===== src/sv/tlnce_pkg.sv =====
// Shared types and constants for the text line numbering / caret escape unit.
// Used by the front, queue, back and top-level modules; depends on nothing.
`default_nettype none

package tlnce_pkg;

  localparam int DEFAULT_DIGITS      = 6;
  localparam int DEFAULT_QUEUE_DEPTH = 4;

  localparam int CFG_INDEX_W = 3;
  localparam int CFG_DATA_W  = 2;

  // Configuration register indexes
  typedef enum logic [CFG_INDEX_W-1:0] {
    REG_NUMBER_MODE   = 3'd0,
    REG_SHOW_ENDS     = 3'd1,
    REG_SHOW_TABS     = 3'd2,
    REG_SHOW_CONTROLS = 3'd3,
    REG_SQUEEZE_BLANK = 3'd4
  } cfg_reg_t;

  // Numbering modes
  localparam logic [1:0] NUM_NONE     = 2'd0;
  localparam logic [1:0] NUM_ALL      = 2'd1;
  localparam logic [1:0] NUM_NONBLANK = 2'd2;

  // Character codes
  localparam logic [7:0] CH_TAB      = 8'h09;
  localparam logic [7:0] CH_NL       = 8'h0A;
  localparam logic [7:0] CH_VT       = 8'h0B;
  localparam logic [7:0] CH_FF       = 8'h0C;
  localparam logic [7:0] CH_CR       = 8'h0D;
  localparam logic [7:0] CH_SPACE    = 8'h20;
  localparam logic [7:0] CH_DOLLAR   = 8'h24;
  localparam logic [7:0] CH_ZERO     = 8'h30;
  localparam logic [7:0] CH_QMARK    = 8'h3F;
  localparam logic [7:0] CH_I        = 8'h49;
  localparam logic [7:0] CH_CARET    = 8'h5E;
  localparam logic [7:0] CH_DEL      = 8'h7F;
  localparam logic [7:0] CTRL_LIMIT  = 8'h20;
  localparam logic [7:0] CARET_SHIFT = 8'h40;

  localparam logic [3:0] BCD_NINE = 4'd9;

  // Bytes that follow an optional line number: one or two of them
  typedef struct packed {
    logic       two;
    logic [7:0] b0;
    logic [7:0] b1;
  } tail_t;

  localparam int TAIL_W = $bits(tail_t);

endpackage

`default_nettype wire


===== src/sv/tlnce_front.sv =====
// Front end: configuration registers, line state, line counter and byte classification.
// Turns each accepted byte into a job (optional number plus tail bytes); uses tlnce_pkg.
`default_nettype none

module tlnce_front
  import tlnce_pkg::*;
#(
  parameter int NUMBER_DIGITS = DEFAULT_DIGITS
) (
  input  wire logic                       clk,
  input  wire logic                       rst_n,
  input  wire logic                       cfg_we,
  input  wire logic [CFG_INDEX_W-1:0]     cfg_index,
  input  wire logic [CFG_DATA_W-1:0]      cfg_data,
  input  wire logic                       accept,
  input  wire logic [7:0]                 data_byte,
  input  wire logic                       file_start,
  output logic                            enq,
  output logic                            job_has_num,
  output logic [4*NUMBER_DIGITS-1:0]      job_num,
  output tail_t                           job_tail
);

  localparam int BCD_W = 4 * NUMBER_DIGITS;

  logic [1:0] number_mode_r;
  logic       show_ends_r;
  logic       show_tabs_r;
  logic       show_controls_r;
  logic       squeeze_blank_r;

  logic             prev_newline_r, prev_newline_nxt;
  logic [1:0]       blank_run_r, blank_run_nxt;
  logic             line_open_r, line_open_nxt;
  logic             number_done_r, number_done_nxt;
  logic [BCD_W-1:0] count_r, count_nxt;

  logic             drop;
  logic             is_nl;
  logic             is_space;
  logic             all_nines;
  logic             carry;
  logic [3:0]       dig;
  logic [BCD_W-1:0] bumped;

  assign is_nl    = (data_byte == CH_NL);
  assign is_space = (data_byte == CH_SPACE) || (data_byte == CH_TAB) || is_nl ||
                    (data_byte == CH_VT) || (data_byte == CH_FF) || (data_byte == CH_CR);

  // Saturating BCD increment
  always_comb begin
    all_nines = 1'b1;
    carry     = 1'b1;
    bumped    = count_r;
    for (int d = 0; d < NUMBER_DIGITS; d++) begin
      dig = count_r[4*d +: 4];
      if (dig != BCD_NINE) all_nines = 1'b0;
      if (carry) begin
        if (dig >= BCD_NINE) begin
          bumped[4*d +: 4] = 4'd0;
        end else begin
          bumped[4*d +: 4] = dig + 4'd1;
          carry = 1'b0;
        end
      end
    end
    if (all_nines) bumped = count_r;
  end

  always_comb begin
    prev_newline_nxt = file_start ? 1'b1 : prev_newline_r;
    blank_run_nxt    = file_start ? 2'd0 : blank_run_r;
    line_open_nxt    = file_start ? 1'b0 : line_open_r;
    number_done_nxt  = file_start ? 1'b0 : number_done_r;
    count_nxt        = count_r;
    drop             = 1'b0;
    job_has_num      = 1'b0;

    if (squeeze_blank_r) begin
      if (is_nl && prev_newline_nxt) begin
        if (blank_run_nxt != 2'd3) blank_run_nxt = blank_run_nxt + 2'd1;
        if (blank_run_nxt > 2'd1) drop = 1'b1;
      end else begin
        blank_run_nxt = 2'd0;
      end
    end

    if (!drop) begin
      if (prev_newline_nxt) begin
        line_open_nxt   = 1'b1;
        number_done_nxt = 1'b0;
        if (number_mode_r == NUM_ALL) job_has_num = 1'b1;
      end
      if (number_mode_r == NUM_NONBLANK && !number_done_nxt && line_open_nxt && !is_space)
        job_has_num = 1'b1;
      if (job_has_num) begin
        number_done_nxt = 1'b1;
        count_nxt       = bumped;
      end
      if (is_nl) line_open_nxt = 1'b0;
      prev_newline_nxt = is_nl;
    end
  end

  assign job_num = count_nxt;
  assign enq     = accept && !drop;

  // Tail bytes: newline with optional marker, caret pairs, or the byte as is
  always_comb begin
    job_tail.two = 1'b0;
    job_tail.b0  = data_byte;
    job_tail.b1  = CH_NL;
    if (is_nl) begin
      if (show_ends_r) begin
        job_tail.two = 1'b1;
        job_tail.b0  = CH_DOLLAR;
        job_tail.b1  = CH_NL;
      end else begin
        job_tail.b0 = CH_NL;
      end
    end else if (data_byte == CH_TAB && show_tabs_r) begin
      job_tail.two = 1'b1;
      job_tail.b0  = CH_CARET;
      job_tail.b1  = CH_I;
    end else if (show_controls_r && (data_byte < CTRL_LIMIT || data_byte == CH_DEL) &&
                 data_byte != CH_TAB) begin
      job_tail.two = 1'b1;
      job_tail.b0  = CH_CARET;
      job_tail.b1  = (data_byte < CTRL_LIMIT) ? (data_byte + CARET_SHIFT) : CH_QMARK;
    end
  end

  always_ff @(posedge clk) begin
    if (!rst_n) begin
      number_mode_r   <= NUM_NONE;
      show_ends_r     <= 1'b0;
      show_tabs_r     <= 1'b0;
      show_controls_r <= 1'b0;
      squeeze_blank_r <= 1'b0;
      prev_newline_r  <= 1'b1;
      blank_run_r     <= 2'd0;
      line_open_r     <= 1'b0;
      number_done_r   <= 1'b0;
      count_r         <= '0;
    end else begin
      if (cfg_we) begin
        case (cfg_reg_t'(cfg_index))
          REG_NUMBER_MODE:   number_mode_r   <= cfg_data;
          REG_SHOW_ENDS:     show_ends_r     <= cfg_data[0];
          REG_SHOW_TABS:     show_tabs_r     <= cfg_data[0];
          REG_SHOW_CONTROLS: show_controls_r <= cfg_data[0];
          REG_SQUEEZE_BLANK: squeeze_blank_r <= cfg_data[0];
          default: ;
        endcase
      end
      if (accept) begin
        prev_newline_r <= prev_newline_nxt;
        blank_run_r    <= blank_run_nxt;
        line_open_r    <= line_open_nxt;
        number_done_r  <= number_done_nxt;
        count_r        <= count_nxt;
      end
    end
  end

endmodule

`default_nettype wire


===== src/sv/tlnce_queue.sv =====
// Short register queue that decouples the front end from the back end.
// Generic width and depth; uses tlnce_pkg for the default depth.
`default_nettype none

module tlnce_queue
  import tlnce_pkg::*;
#(
  parameter int WIDTH = 8,
  parameter int DEPTH = DEFAULT_QUEUE_DEPTH
) (
  input  wire logic             clk,
  input  wire logic             rst_n,
  input  wire logic             wr_en,
  input  wire logic [WIDTH-1:0] wr_data,
  input  wire logic             rd_en,
  output logic [WIDTH-1:0]      rd_data,
  output logic                  q_empty,
  output logic                  q_full
);

  localparam int PW = (DEPTH > 1) ? $clog2(DEPTH) : 1;
  localparam int CW = $clog2(DEPTH + 1);
  localparam logic [PW-1:0] LAST_PTR = PW'(DEPTH - 1);
  localparam logic [CW-1:0] FULL_CNT = CW'(DEPTH);

  logic [WIDTH-1:0] entries_r [DEPTH];
  logic [PW-1:0]    wr_ptr_r, rd_ptr_r;
  logic [CW-1:0]    count_r;
  logic             do_wr, do_rd;

  assign q_empty = (count_r == '0);
  assign q_full  = (count_r == FULL_CNT);
  assign do_wr   = wr_en && !q_full;
  assign do_rd   = rd_en && !q_empty;
  assign rd_data = entries_r[rd_ptr_r];

  always_ff @(posedge clk) begin
    if (do_wr) entries_r[wr_ptr_r] <= wr_data;
  end

  always_ff @(posedge clk) begin
    if (!rst_n) begin
      wr_ptr_r <= '0;
      rd_ptr_r <= '0;
      count_r  <= '0;
    end else begin
      if (do_wr) wr_ptr_r <= (wr_ptr_r == LAST_PTR) ? '0 : wr_ptr_r + PW'(1);
      if (do_rd) rd_ptr_r <= (rd_ptr_r == LAST_PTR) ? '0 : rd_ptr_r + PW'(1);
      case ({do_wr, do_rd})
        2'b10:   count_r <= count_r + CW'(1);
        2'b01:   count_r <= count_r - CW'(1);
        default: count_r <= count_r;
      endcase
    end
  end

endmodule

`default_nettype wire


===== src/sv/tlnce_back.sv =====
// Back end: expands one job into output bytes, one beat per cycle while pop is high.
// Holds the job on the result ports until every byte is popped; uses tlnce_pkg.
`default_nettype none

module tlnce_back
  import tlnce_pkg::*;
#(
  parameter int NUMBER_DIGITS = DEFAULT_DIGITS
) (
  input  wire logic                   clk,
  input  wire logic                   rst_n,
  input  wire logic                   q_empty,
  output logic                        q_pop,
  input  wire logic                   job_has_num,
  input  wire logic [4*NUMBER_DIGITS-1:0] job_num,
  input  wire tail_t                  job_tail,
  output logic                        empty,
  input  wire logic                   pop,
  output logic [7:0]                  out_byte,
  output logic                        out_last_of_run
);

  localparam int BCD_W = 4 * NUMBER_DIGITS;
  localparam int IW    = $clog2(NUMBER_DIGITS + 3);
  localparam logic [IW-1:0] DIGITS_I   = IW'(NUMBER_DIGITS);
  localparam logic [IW-1:0] LAST_DIG_I = IW'(NUMBER_DIGITS - 1);
  localparam logic [IW-1:0] TAIL_OFF   = IW'(NUMBER_DIGITS + 1);

  logic             cur_v_r;
  logic             has_num_r;
  logic [BCD_W-1:0] num_r;
  tail_t            tail_r;
  logic [IW-1:0]    idx_r;
  logic             lead_r;

  logic [IW-1:0] off;
  logic [3:0]    top_dig;
  logic          in_digits;
  logic          load;

  assign off       = has_num_r ? TAIL_OFF : '0;
  assign top_dig   = num_r[BCD_W-1 -: 4];
  assign in_digits = has_num_r && (idx_r < DIGITS_I);

  always_comb begin
    if (in_digits) begin
      if (lead_r && top_dig == 4'd0 && idx_r != LAST_DIG_I) out_byte = CH_SPACE;
      else out_byte = CH_ZERO | {4'd0, top_dig};
    end else if (has_num_r && idx_r == DIGITS_I) begin
      out_byte = CH_TAB;
    end else begin
      out_byte = (idx_r == off) ? tail_r.b0 : tail_r.b1;
    end
  end

  assign out_last_of_run = tail_r.two ? (idx_r == off + IW'(1)) : (idx_r == off);
  assign empty           = !cur_v_r;

  // Take a new job when idle or when the final beat of this one leaves
  assign load  = !cur_v_r || (pop && out_last_of_run);
  assign q_pop = load && !q_empty;

  always_ff @(posedge clk) begin
    if (!rst_n) begin
      cur_v_r <= 1'b0;
      idx_r   <= '0;
      lead_r  <= 1'b1;
    end else if (load) begin
      cur_v_r <= !q_empty;
      idx_r   <= '0;
      lead_r  <= 1'b1;
    end else if (pop) begin
      idx_r <= idx_r + IW'(1);
      if (in_digits && top_dig != 4'd0) lead_r <= 1'b0;
    end
  end

  always_ff @(posedge clk) begin
    if (load) begin
      has_num_r <= job_has_num;
      num_r     <= job_num;
      tail_r    <= job_tail;
    end else if (pop && in_digits) begin
      num_r <= num_r << 4;
    end
  end

endmodule

`default_nettype wire


===== src/sv/text_line_number_caret_escape_unit.sv =====
// Top level of the text line numbering and caret escape unit.
// Instantiates tlnce_front, tlnce_queue and tlnce_back; uses tlnce_pkg.
`default_nettype none

// A cat-style text filter. Push one byte per beat with in_file_start high on
// the first byte of each file; pop the filtered bytes, with out_last_of_run
// high on the final byte produced by each input byte. A squeezed empty line
// produces nothing. Numbers are NUMBER_DIGITS digits, right-justified, then a
// tab; the line count carries on across files and holds at all nines.
// Rate: the front end classifies one input byte per cycle while full is low and
// writes a job into a QUEUE_DEPTH-entry queue; the back end drives one output
// byte per cycle while the consumer pops. An input byte expands to one output
// byte for plain text, two for caret pairs or a marked line end, and up to
// NUMBER_DIGITS + 3 when a line number is written. A byte pushed into an idle
// unit passes through a queue entry and the back-end job registers before it
// shows on the result ports. The back-end expansion sets the sustained rate;
// full rises only when the queue fills behind a long expansion or a stalled
// consumer. Configuration writes through cfg_we / cfg_index / cfg_data take
// effect on the next cycle and must be made while the unit is idle.
module text_line_number_caret_escape_unit
  import tlnce_pkg::*;
#(
  parameter int NUMBER_DIGITS = DEFAULT_DIGITS,
  parameter int QUEUE_DEPTH   = DEFAULT_QUEUE_DEPTH
) (
  input  wire logic                   clk,
  input  wire logic                   rst_n,
  // configuration write port
  input  wire logic                   cfg_we,
  input  wire logic [CFG_INDEX_W-1:0] cfg_index,
  input  wire logic [CFG_DATA_W-1:0]  cfg_data,
  // input queue side
  input  wire logic                   push,
  output logic                        full,
  input  wire logic [7:0]             in_data_byte,
  input  wire logic                   in_file_start,
  // result queue side
  output logic                        empty,
  input  wire logic                   pop,
  output logic [7:0]                  out_byte,
  output logic                        out_last_of_run
);

  localparam int BCD_W = 4 * NUMBER_DIGITS;
  localparam int JOB_W = 1 + BCD_W + TAIL_W;

  logic             accept;
  logic             enq;
  logic             f_has_num;
  logic [BCD_W-1:0] f_num;
  tail_t            f_tail;

  logic [JOB_W-1:0] q_rd_data;
  logic             q_empty;
  logic             q_pop;

  logic             b_has_num;
  logic [BCD_W-1:0] b_num;
  tail_t            b_tail;

  // A beat is taken whenever the queue has room; squeezed bytes update
  // line state but write no job
  assign accept = push && !full;

  tlnce_front #(
    .NUMBER_DIGITS(NUMBER_DIGITS)
  ) u_front (
    .clk         (clk),
    .rst_n       (rst_n),
    .cfg_we      (cfg_we),
    .cfg_index   (cfg_index),
    .cfg_data    (cfg_data),
    .accept      (accept),
    .data_byte   (in_data_byte),
    .file_start  (in_file_start),
    .enq         (enq),
    .job_has_num (f_has_num),
    .job_num     (f_num),
    .job_tail    (f_tail)
  );

  // Hold jobs until the back end is free
  tlnce_queue #(
    .WIDTH(JOB_W),
    .DEPTH(QUEUE_DEPTH)
  ) u_queue (
    .clk     (clk),
    .rst_n   (rst_n),
    .wr_en   (enq),
    .wr_data ({f_has_num, f_num, f_tail}),
    .rd_en   (q_pop),
    .rd_data (q_rd_data),
    .q_empty (q_empty),
    .q_full  (full)
  );

  assign {b_has_num, b_num, b_tail} = q_rd_data;

  // Expand each job into output beats
  tlnce_back #(
    .NUMBER_DIGITS(NUMBER_DIGITS)
  ) u_back (
    .clk             (clk),
    .rst_n           (rst_n),
    .q_empty         (q_empty),
    .q_pop           (q_pop),
    .job_has_num     (b_has_num),
    .job_num         (b_num),
    .job_tail        (b_tail),
    .empty           (empty),
    .pop             (pop),
    .out_byte        (out_byte),
    .out_last_of_run (out_last_of_run)
  );

endmodule

`default_nettype wire

===== config.mk =====
export PLATFORM = sky130hd
export DESIGN_NAME = text_line_number_caret_escape_unit
export DESIGN_NICKNAME = d
export VERILOG_FILES = /design/src/sv/tlnce_pkg.sv /design/src/sv/tlnce_front.sv /design/src/sv/tlnce_queue.sv /design/src/sv/tlnce_back.sv /design/src/sv/text_line_number_caret_escape_unit.sv
export SDC_FILE = /design/constraint.sdc
export NUM_CORES = 1
export LEC_CHECK = 0
export CORE_MARGIN = 3
export CORE_UTILIZATION = 50
export CTS_CLUSTER_SIZE = 30
export DETAILED_ROUTE_END_ITERATION = 10
export DONT_BUFFER_PORTS = 1
export PLACE_DENSITY_LB_ADDON = 0.3
export SYNTH_ARGS = -nofsm -noshare
export SYNTH_HDL_FRONTEND = slang
export SYNTH_SLANG_ARGS = --single-unit

===== constraint.sdc =====
create_clock -name clk -period 4 [get_ports clk]
set_clock_uncertainty 0.05 [all_clocks]
set_input_delay 0.8 -clock clk [delete_from_list [all_inputs] [get_ports clk]]
set_output_delay 0.8 -clock clk [all_outputs]
set_load 0.02 [all_outputs]

* After elaboration in Yosys (flattened, before gate mapping)
Memories as Yosys holds them, arrays and structs flattened. A register that Yosys moved wholly into a read port is not among the register bits. Index checks and enable logic that the tools add are counted.
Storage, ports and cells: bits in registers 90, RAM bits 168, input port bits 19, output and inout bits 11, logic and storage cells 197, memories 1
Cells by class: add/subtract/negate cells 14, magnitude comparators 9, equal/unequal tests 30, multiplexer cells 76, bitwise logic cells 1, reductions and logical operators 45
Memories:
- u_queue.entries_r | depth 4, bits a word 42, read ports 1, clocked after Yosys merged registers in 1, write ports 1, RTL line tlnce_queue.sv:26 | logic [WIDTH-1:0] entries_r [DEPTH];
Operators with widths (count):
- $mux W24 | 5
- $mux W17 | 3
- $mux W4 | 11
- $eq A8 B4 Y1 const B | 5
- $mux W1 | 39
- $add A4 B1 Y4 const B | 8
- $mux W8 | 4
- $ge A4 B4 Y1 const B | 6
- $ne A4 B4 Y1 const B | 6
- $mux W2 | 10
- $logic_and A1 B1 Y1 | 19
- $reduce_and A2 Y1 | 6
- $add A8 B7 Y8 const B | 1
- $eq A2 B2 Y1 const B | 4
- $eq A4 B4 Y1 | 2
- $eq A8 B6 Y1 const B | 1
- $eq A8 B7 Y1 const B | 1
- $lt A8 B6 Y1 const B | 1
- $ne A8 B4 Y1 const B | 1
- $logic_or A1 B1 Y1 | 7
- $add A2 B1 Y2 const B | 3
- $eq A3 B2 Y1 const B | 2
- $eq A3 B3 Y1 const B | 2
- $logic_not A1 Y1 | 6
- 19 further kinds | 22

* Longest topological paths before layout
depth after elaboration 18, gate-level depth with buffers 12, depth with buffers taken out 12

* By module
Synthesis repeated with hierarchy kept, for this count alone.
Unflattened totals: cell total of the unflattened synthesis 866, area, all modules 11875.1 µm²
By module, submodules not included:
- tlnce_queue | instances 1, cells each 276, area an instance 6607.6 µm², seq. area each 5225.0 µm²
- tlnce_front | instances 1, cells each 362, area an instance 2810.2 µm², seq. area each 700.7 µm²
- tlnce_back | instances 1, cells each 227, area an instance 2443.6 µm², seq. area each 1381.3 µm²
- text_line_number_caret_escape_unit | instances 1, cells each 1, area an instance 13.8 µm², seq. area each 0.0 µm²

* Worst setup path after synthesis
Ideal clock, no wire load.
kind in2reg, start point input port in_data_byte[6], end point register u_queue.count_r[2], setup time 0.071 ns, data arrival time 3.294 ns, data required time 3.879 ns, path slack 0.586 ns, stages 12, buffers on the path 0, cell sequence inv_1 ha_1 or4b_4 nor3_4 a31oi_4 inv_1 ha_1 inv_1 fa_1 xor2_1 or3_1 a21oi_1
Between the ends: longest elaborated chain between the ends 9, elaborated cells on any way between the ends 11, those cells by class eq/ne (3); mux (3); reduce/logical (5)
Ends and longest elaborated chain:
- start, declared | RTL line text_line_number_caret_escape_unit.sv:35 | input wire logic [7:0] in_data_byte,
- $eq A8 B4 Y1 * | RTL line tlnce_front.sv:46 | assign is_nl = (data_byte == CH_NL);
- $logic_and A1 B1 Y1 * | RTL line tlnce_front.sv:80 | if (is_nl && prev_newline_nxt) begin
- $mux W1 * | RTL line tlnce_front.sv:80
- $mux W1 * | RTL line tlnce_front.sv:79 | if (squeeze_blank_r) begin
- $logic_not A1 Y1 *
- $logic_and A1 B1 Y1 * | RTL line tlnce_front.sv:106 | assign enq = accept && !drop;
- $logic_and A1 B1 Y1 * | RTL line tlnce_queue.sv:33 | assign do_wr = wr_en && !q_full;
- $eq A2 B1 Y1 / $eq A2 B2 Y1 (equally long branches) | RTL line tlnce_queue.sv:49 | case ({do_wr, do_rd})
- $pmux W3 S2 / $reduce_bool A2 Y1 (equally long branches)
- end signal, assigned | RTL line tlnce_queue.sv:50 | 2'b10: count_r <= count_r + CW'(1);
- end signal, assigned | RTL line tlnce_queue.sv:51 | 2'b01: count_r <= count_r - CW'(1);
- end signal, assigned | RTL line tlnce_queue.sv:52 | default: count_r <= count_r;
- end, declared | RTL line tlnce_queue.sv:28 | logic [CW-1:0] count_r;
Every way passes the cells marked *; elsewhere a longest branch is shown, timed or not. A chain may end at the register's enable or synchronous reset.

* Final worst setup path
start point register u_back.idx_r[0], end point output port out_byte[1]
Between the ends: longest elaborated chain between the ends 4, elaborated cells on any way between the ends 11, those cells by class order compare (1); eq/ne (3); mux (4); reduce/logical (3)
Ends and longest elaborated chain:
- start, declared | RTL line tlnce_back.sv:33 | logic [IW-1:0] idx_r;
- start signal, assigned | RTL line tlnce_back.sv:73 | idx_r <= idx_r + IW'(1);
- $eq A4 B4 Y1, or another cell as far along | RTL line tlnce_back.sv:52 | out_byte = (idx_r == off) ? tail_r.b0 : tail_r.b1;
- $mux W8, or another cell as far along | RTL line tlnce_back.sv:52
- $mux W8 / $mux W5 (equally long branches) | RTL line tlnce_back.sv:49, tlnce_back.sv:47
- $mux W8 * | RTL line tlnce_back.sv:46 | if (in_digits) begin
- end, declared | RTL line text_line_number_caret_escape_unit.sv:40 | output logic [7:0] out_byte,
Marks and branches as above.

==> metrics.yaml <==
outcome: "complete, no violations"
slew_violations: 0
worst-setup-path-type: "reg -> out"
worst_setup_path_end_kind: "primary output"
finalCriticalPeriod_ns: 3.52
multiInputGateArea_um2: 3790
n_antenna_cell: 0
grt_usage: 0.191
critical_path.max_fanout: 8
worstSkewPairLatency_ns: 0.54
clockBufferDepth: 3
powerDensity_nw_per_um2: 599
synth_area_um2: 11300
wire_per_inst_um: 21.1
final_layout_size_suffix_gt1_frac: 0.191
synth_warnings: 0
synth_edf_count: 210
grt-ovfl-total: 0
p_leak_uw: 0.00426
fin_ws_ns: 0.483
synth_ff_type: "edfxtp_1"
setup_violations: 0
core_area_um2: 22000
grt_pass1_vias: 6820
n_fill_cell: 1710
worstMarginPinSlew_ns: 1.03
place_congestion: 0.904
hpwl_um: 14600
syn_inst: 762
max-cap-violations: 0
area_delta_synth_final_pct: 11.0
rows: 54
die_w_um: 157
cp.required_ns: 3.15
synth.largest_area_cell: "edfxtp_1"
ir_drop_mv: 0.333
synth_cell_types: 71
routed_wl_um: 22700
post_cts_buffers: 0
start_kind: "flip-flop"
postSynth.asyncResetShare: 0
cp.arrival_ns: 2.67
antenna_found_initial: 0
grt_pass1_wl_um: 37000
post-place-ws_ns: 0.369
ant_nets: 0
num_vias: 6515
fp.dieH_um: 157
via_per_inst: 6.05
synth.yosys.seq_area_share: 0.644
rsz0062_at_grt: "no"
fin_crit_sh: 0.879
route.detailed.drc: 0
clock-sinks: 260
fmax_mhz: 284
initial_core_util: 0.515
io_pins: 30
hp-class: "in -> reg"
dieArea_um2: 24500
regArea_um2: 7310
htree_levels: 1
cts_root_buffer: "clkbuf_16"
setup-tns-final_ns: 0
clk_pin_slew_ns: 0.06
cts_tree: "built"
cts_buffers: 27
io_buffer_count: 0
synth.avg_cell_area_um2: 14.9
drt-pass1-iter-count: 6
layout.nets: 825
ctsHoldBuffers: 0
synth_top_area_frac: 0.556
max_slew_margin: 0.312
yosys-top-cells-area: "edfxtp_1, dfxtp_1, mux4_2"
grt_max_degree: 43
hold_violations: 0
drtIter0Drc: 576
cts_resized: 0
ys_ff_latch: 260
syn_nets: 811
metal layers:
metal	routed length, µm	global-route usage	vias to the layer above
li1	-	-	2975
met1	9720	0.266	3279
met2	11000	0.314	226
met3	1500	0.0379	35
met4	434	0.0500	0
met5	0	0	-
placed cells by master (no fill, tap or decap), types with 4 or more instances in the layout:
cell type / synthesis / routed
edfxtp_1: 210 / 210
dfxtp_1: 50 / 48
nor2_1: 46 / 46
mux4_2: 42 / 42
nand2_1: 39 / 39
o21ai_0: 34 / 34
inv_1: 29 / 29
ha_1: 29 / 29
clkbuf_16: 0 / 27
mux2_2: 26 / 26
nand3_1: 25 / 25
mux2i_1: 22 / 22
a21oi_1: 18 / 17
buf_4: 2 / 14
nor3_1: 13 / 13
nand2b_1: 12 / 12
nor2b_1: 10 / 10
or3_1: 9 / 9
clkbuf_1: 18 / 8
nand4_1: 7 / 7
and2_1: 7 / 7
o21a_1: 7 / 7
nor3b_1: 6 / 6
o211ai_1: 6 / 6
and3_1: 5 / 5
o211a_1: 5 / 5
nor4_1: 5 / 5
and2_2: 5 / 5
o31ai_1: 5 / 5
xor2_1: 4 / 4
clkbuf_8: 0 / 4
final timing paths:
kind | start | endpoint | slack, ns | cells after the start
worst min register to register | u_front.number_done_r | u_front.number_done_r | 0.44 | 2
worst min-delay path | rst_n | u_back.lead_r | 0.29 | 1
worst max register to register | u_front.count_r[0] | u_queue.entries_r[1][27] | 0.75 | 7
worst max-delay path | u_back.idx_r[0] | out_byte[1] | 0.48 | 5
registers in the layout (all words and copies together), names as in the netlist, 3 cells and up, named ones only:
name / flops
u_queue.entries_r: 168
u_queue.count_r: 3
u_front.count_r: 24
u_back.num_r: 24
u_back.idx_r: 4
u_back.tail_r: 17
power by group:
group          switching, µW  internal, µW  total [µW]
clock                    995          1520        2520
sequential               221          3430        3660
combinational            746           620        1370
total                   1960          5580        7540
cell usage after synthesis, types with 6 or more instances:
master	number
nor2b_1	10
nand2b_1	12
ha_1	29
or3_1	9
clkbuf_1	18
o211ai_1	6
nor3_1	13
and2_1	7
nand3_1	25
nand2_1	39
dfxtp_1	50
inv_1	29
mux2_2	26
mux2i_1	22
mux4_2	42
edfxtp_1	210
a21oi_1	18
o21ai_0	34
nor2_1	46
nand4_1	7
nor3b_1	6
o21a_1	7
area by class of cell:
cell class              instances  share of cell area
flip-flops and latches        260               0.581
multi-input cells             443               0.301
clock buffers                  39              0.0605
well taps                     280              0.0278
clock inverters                11              0.0120
inverters                      30             0.00895
repair buffers                 14             0.00835
cell families after synthesis:
kind of cell | count (synthesis) | share of synthesized area
AOI/OAI and AO/OA | 104 | 0.0626
xor gates and xnor gates | 6 | 0.00463
adders and majority gates | 30 | 0.0338
buffers and inverters | 59 | 0.0213
DFF | 260 | 0.644
muxes | 90 | 0.129
and+or+nand+nor | 213 | 0.105
worst max-delay path, stage by stage, from the launching register on:
cell	delay (ns)
dfxtp_1	0.40
nor3_1	0.30
nand2b_1	0.11
a21oi_2	0.55
mux2i_1	0.16
o21ai_0	0.61
per-stage QoR:
stage | power, µW | area, µm² | utilization | hold slack (ns) | instances
final | 7540 | 12600 | 0.571 | 0.290 | 1077
after global routing | 7890 | 12600 | 0.571 | 0.280 | 1077
after CTS | 7640 | 12600 | 0.571 | 0.270 | 1077
after detailed placement | 5100 | 11700 | 0.530 | 0.424 | 1027
after global placement | 5040 | 11700 | 0.530 | 0.416 | 1027
after floorplan | 4690 | 11300 | - | 0.404 | 762
Power figures use the tool's default switching activity.
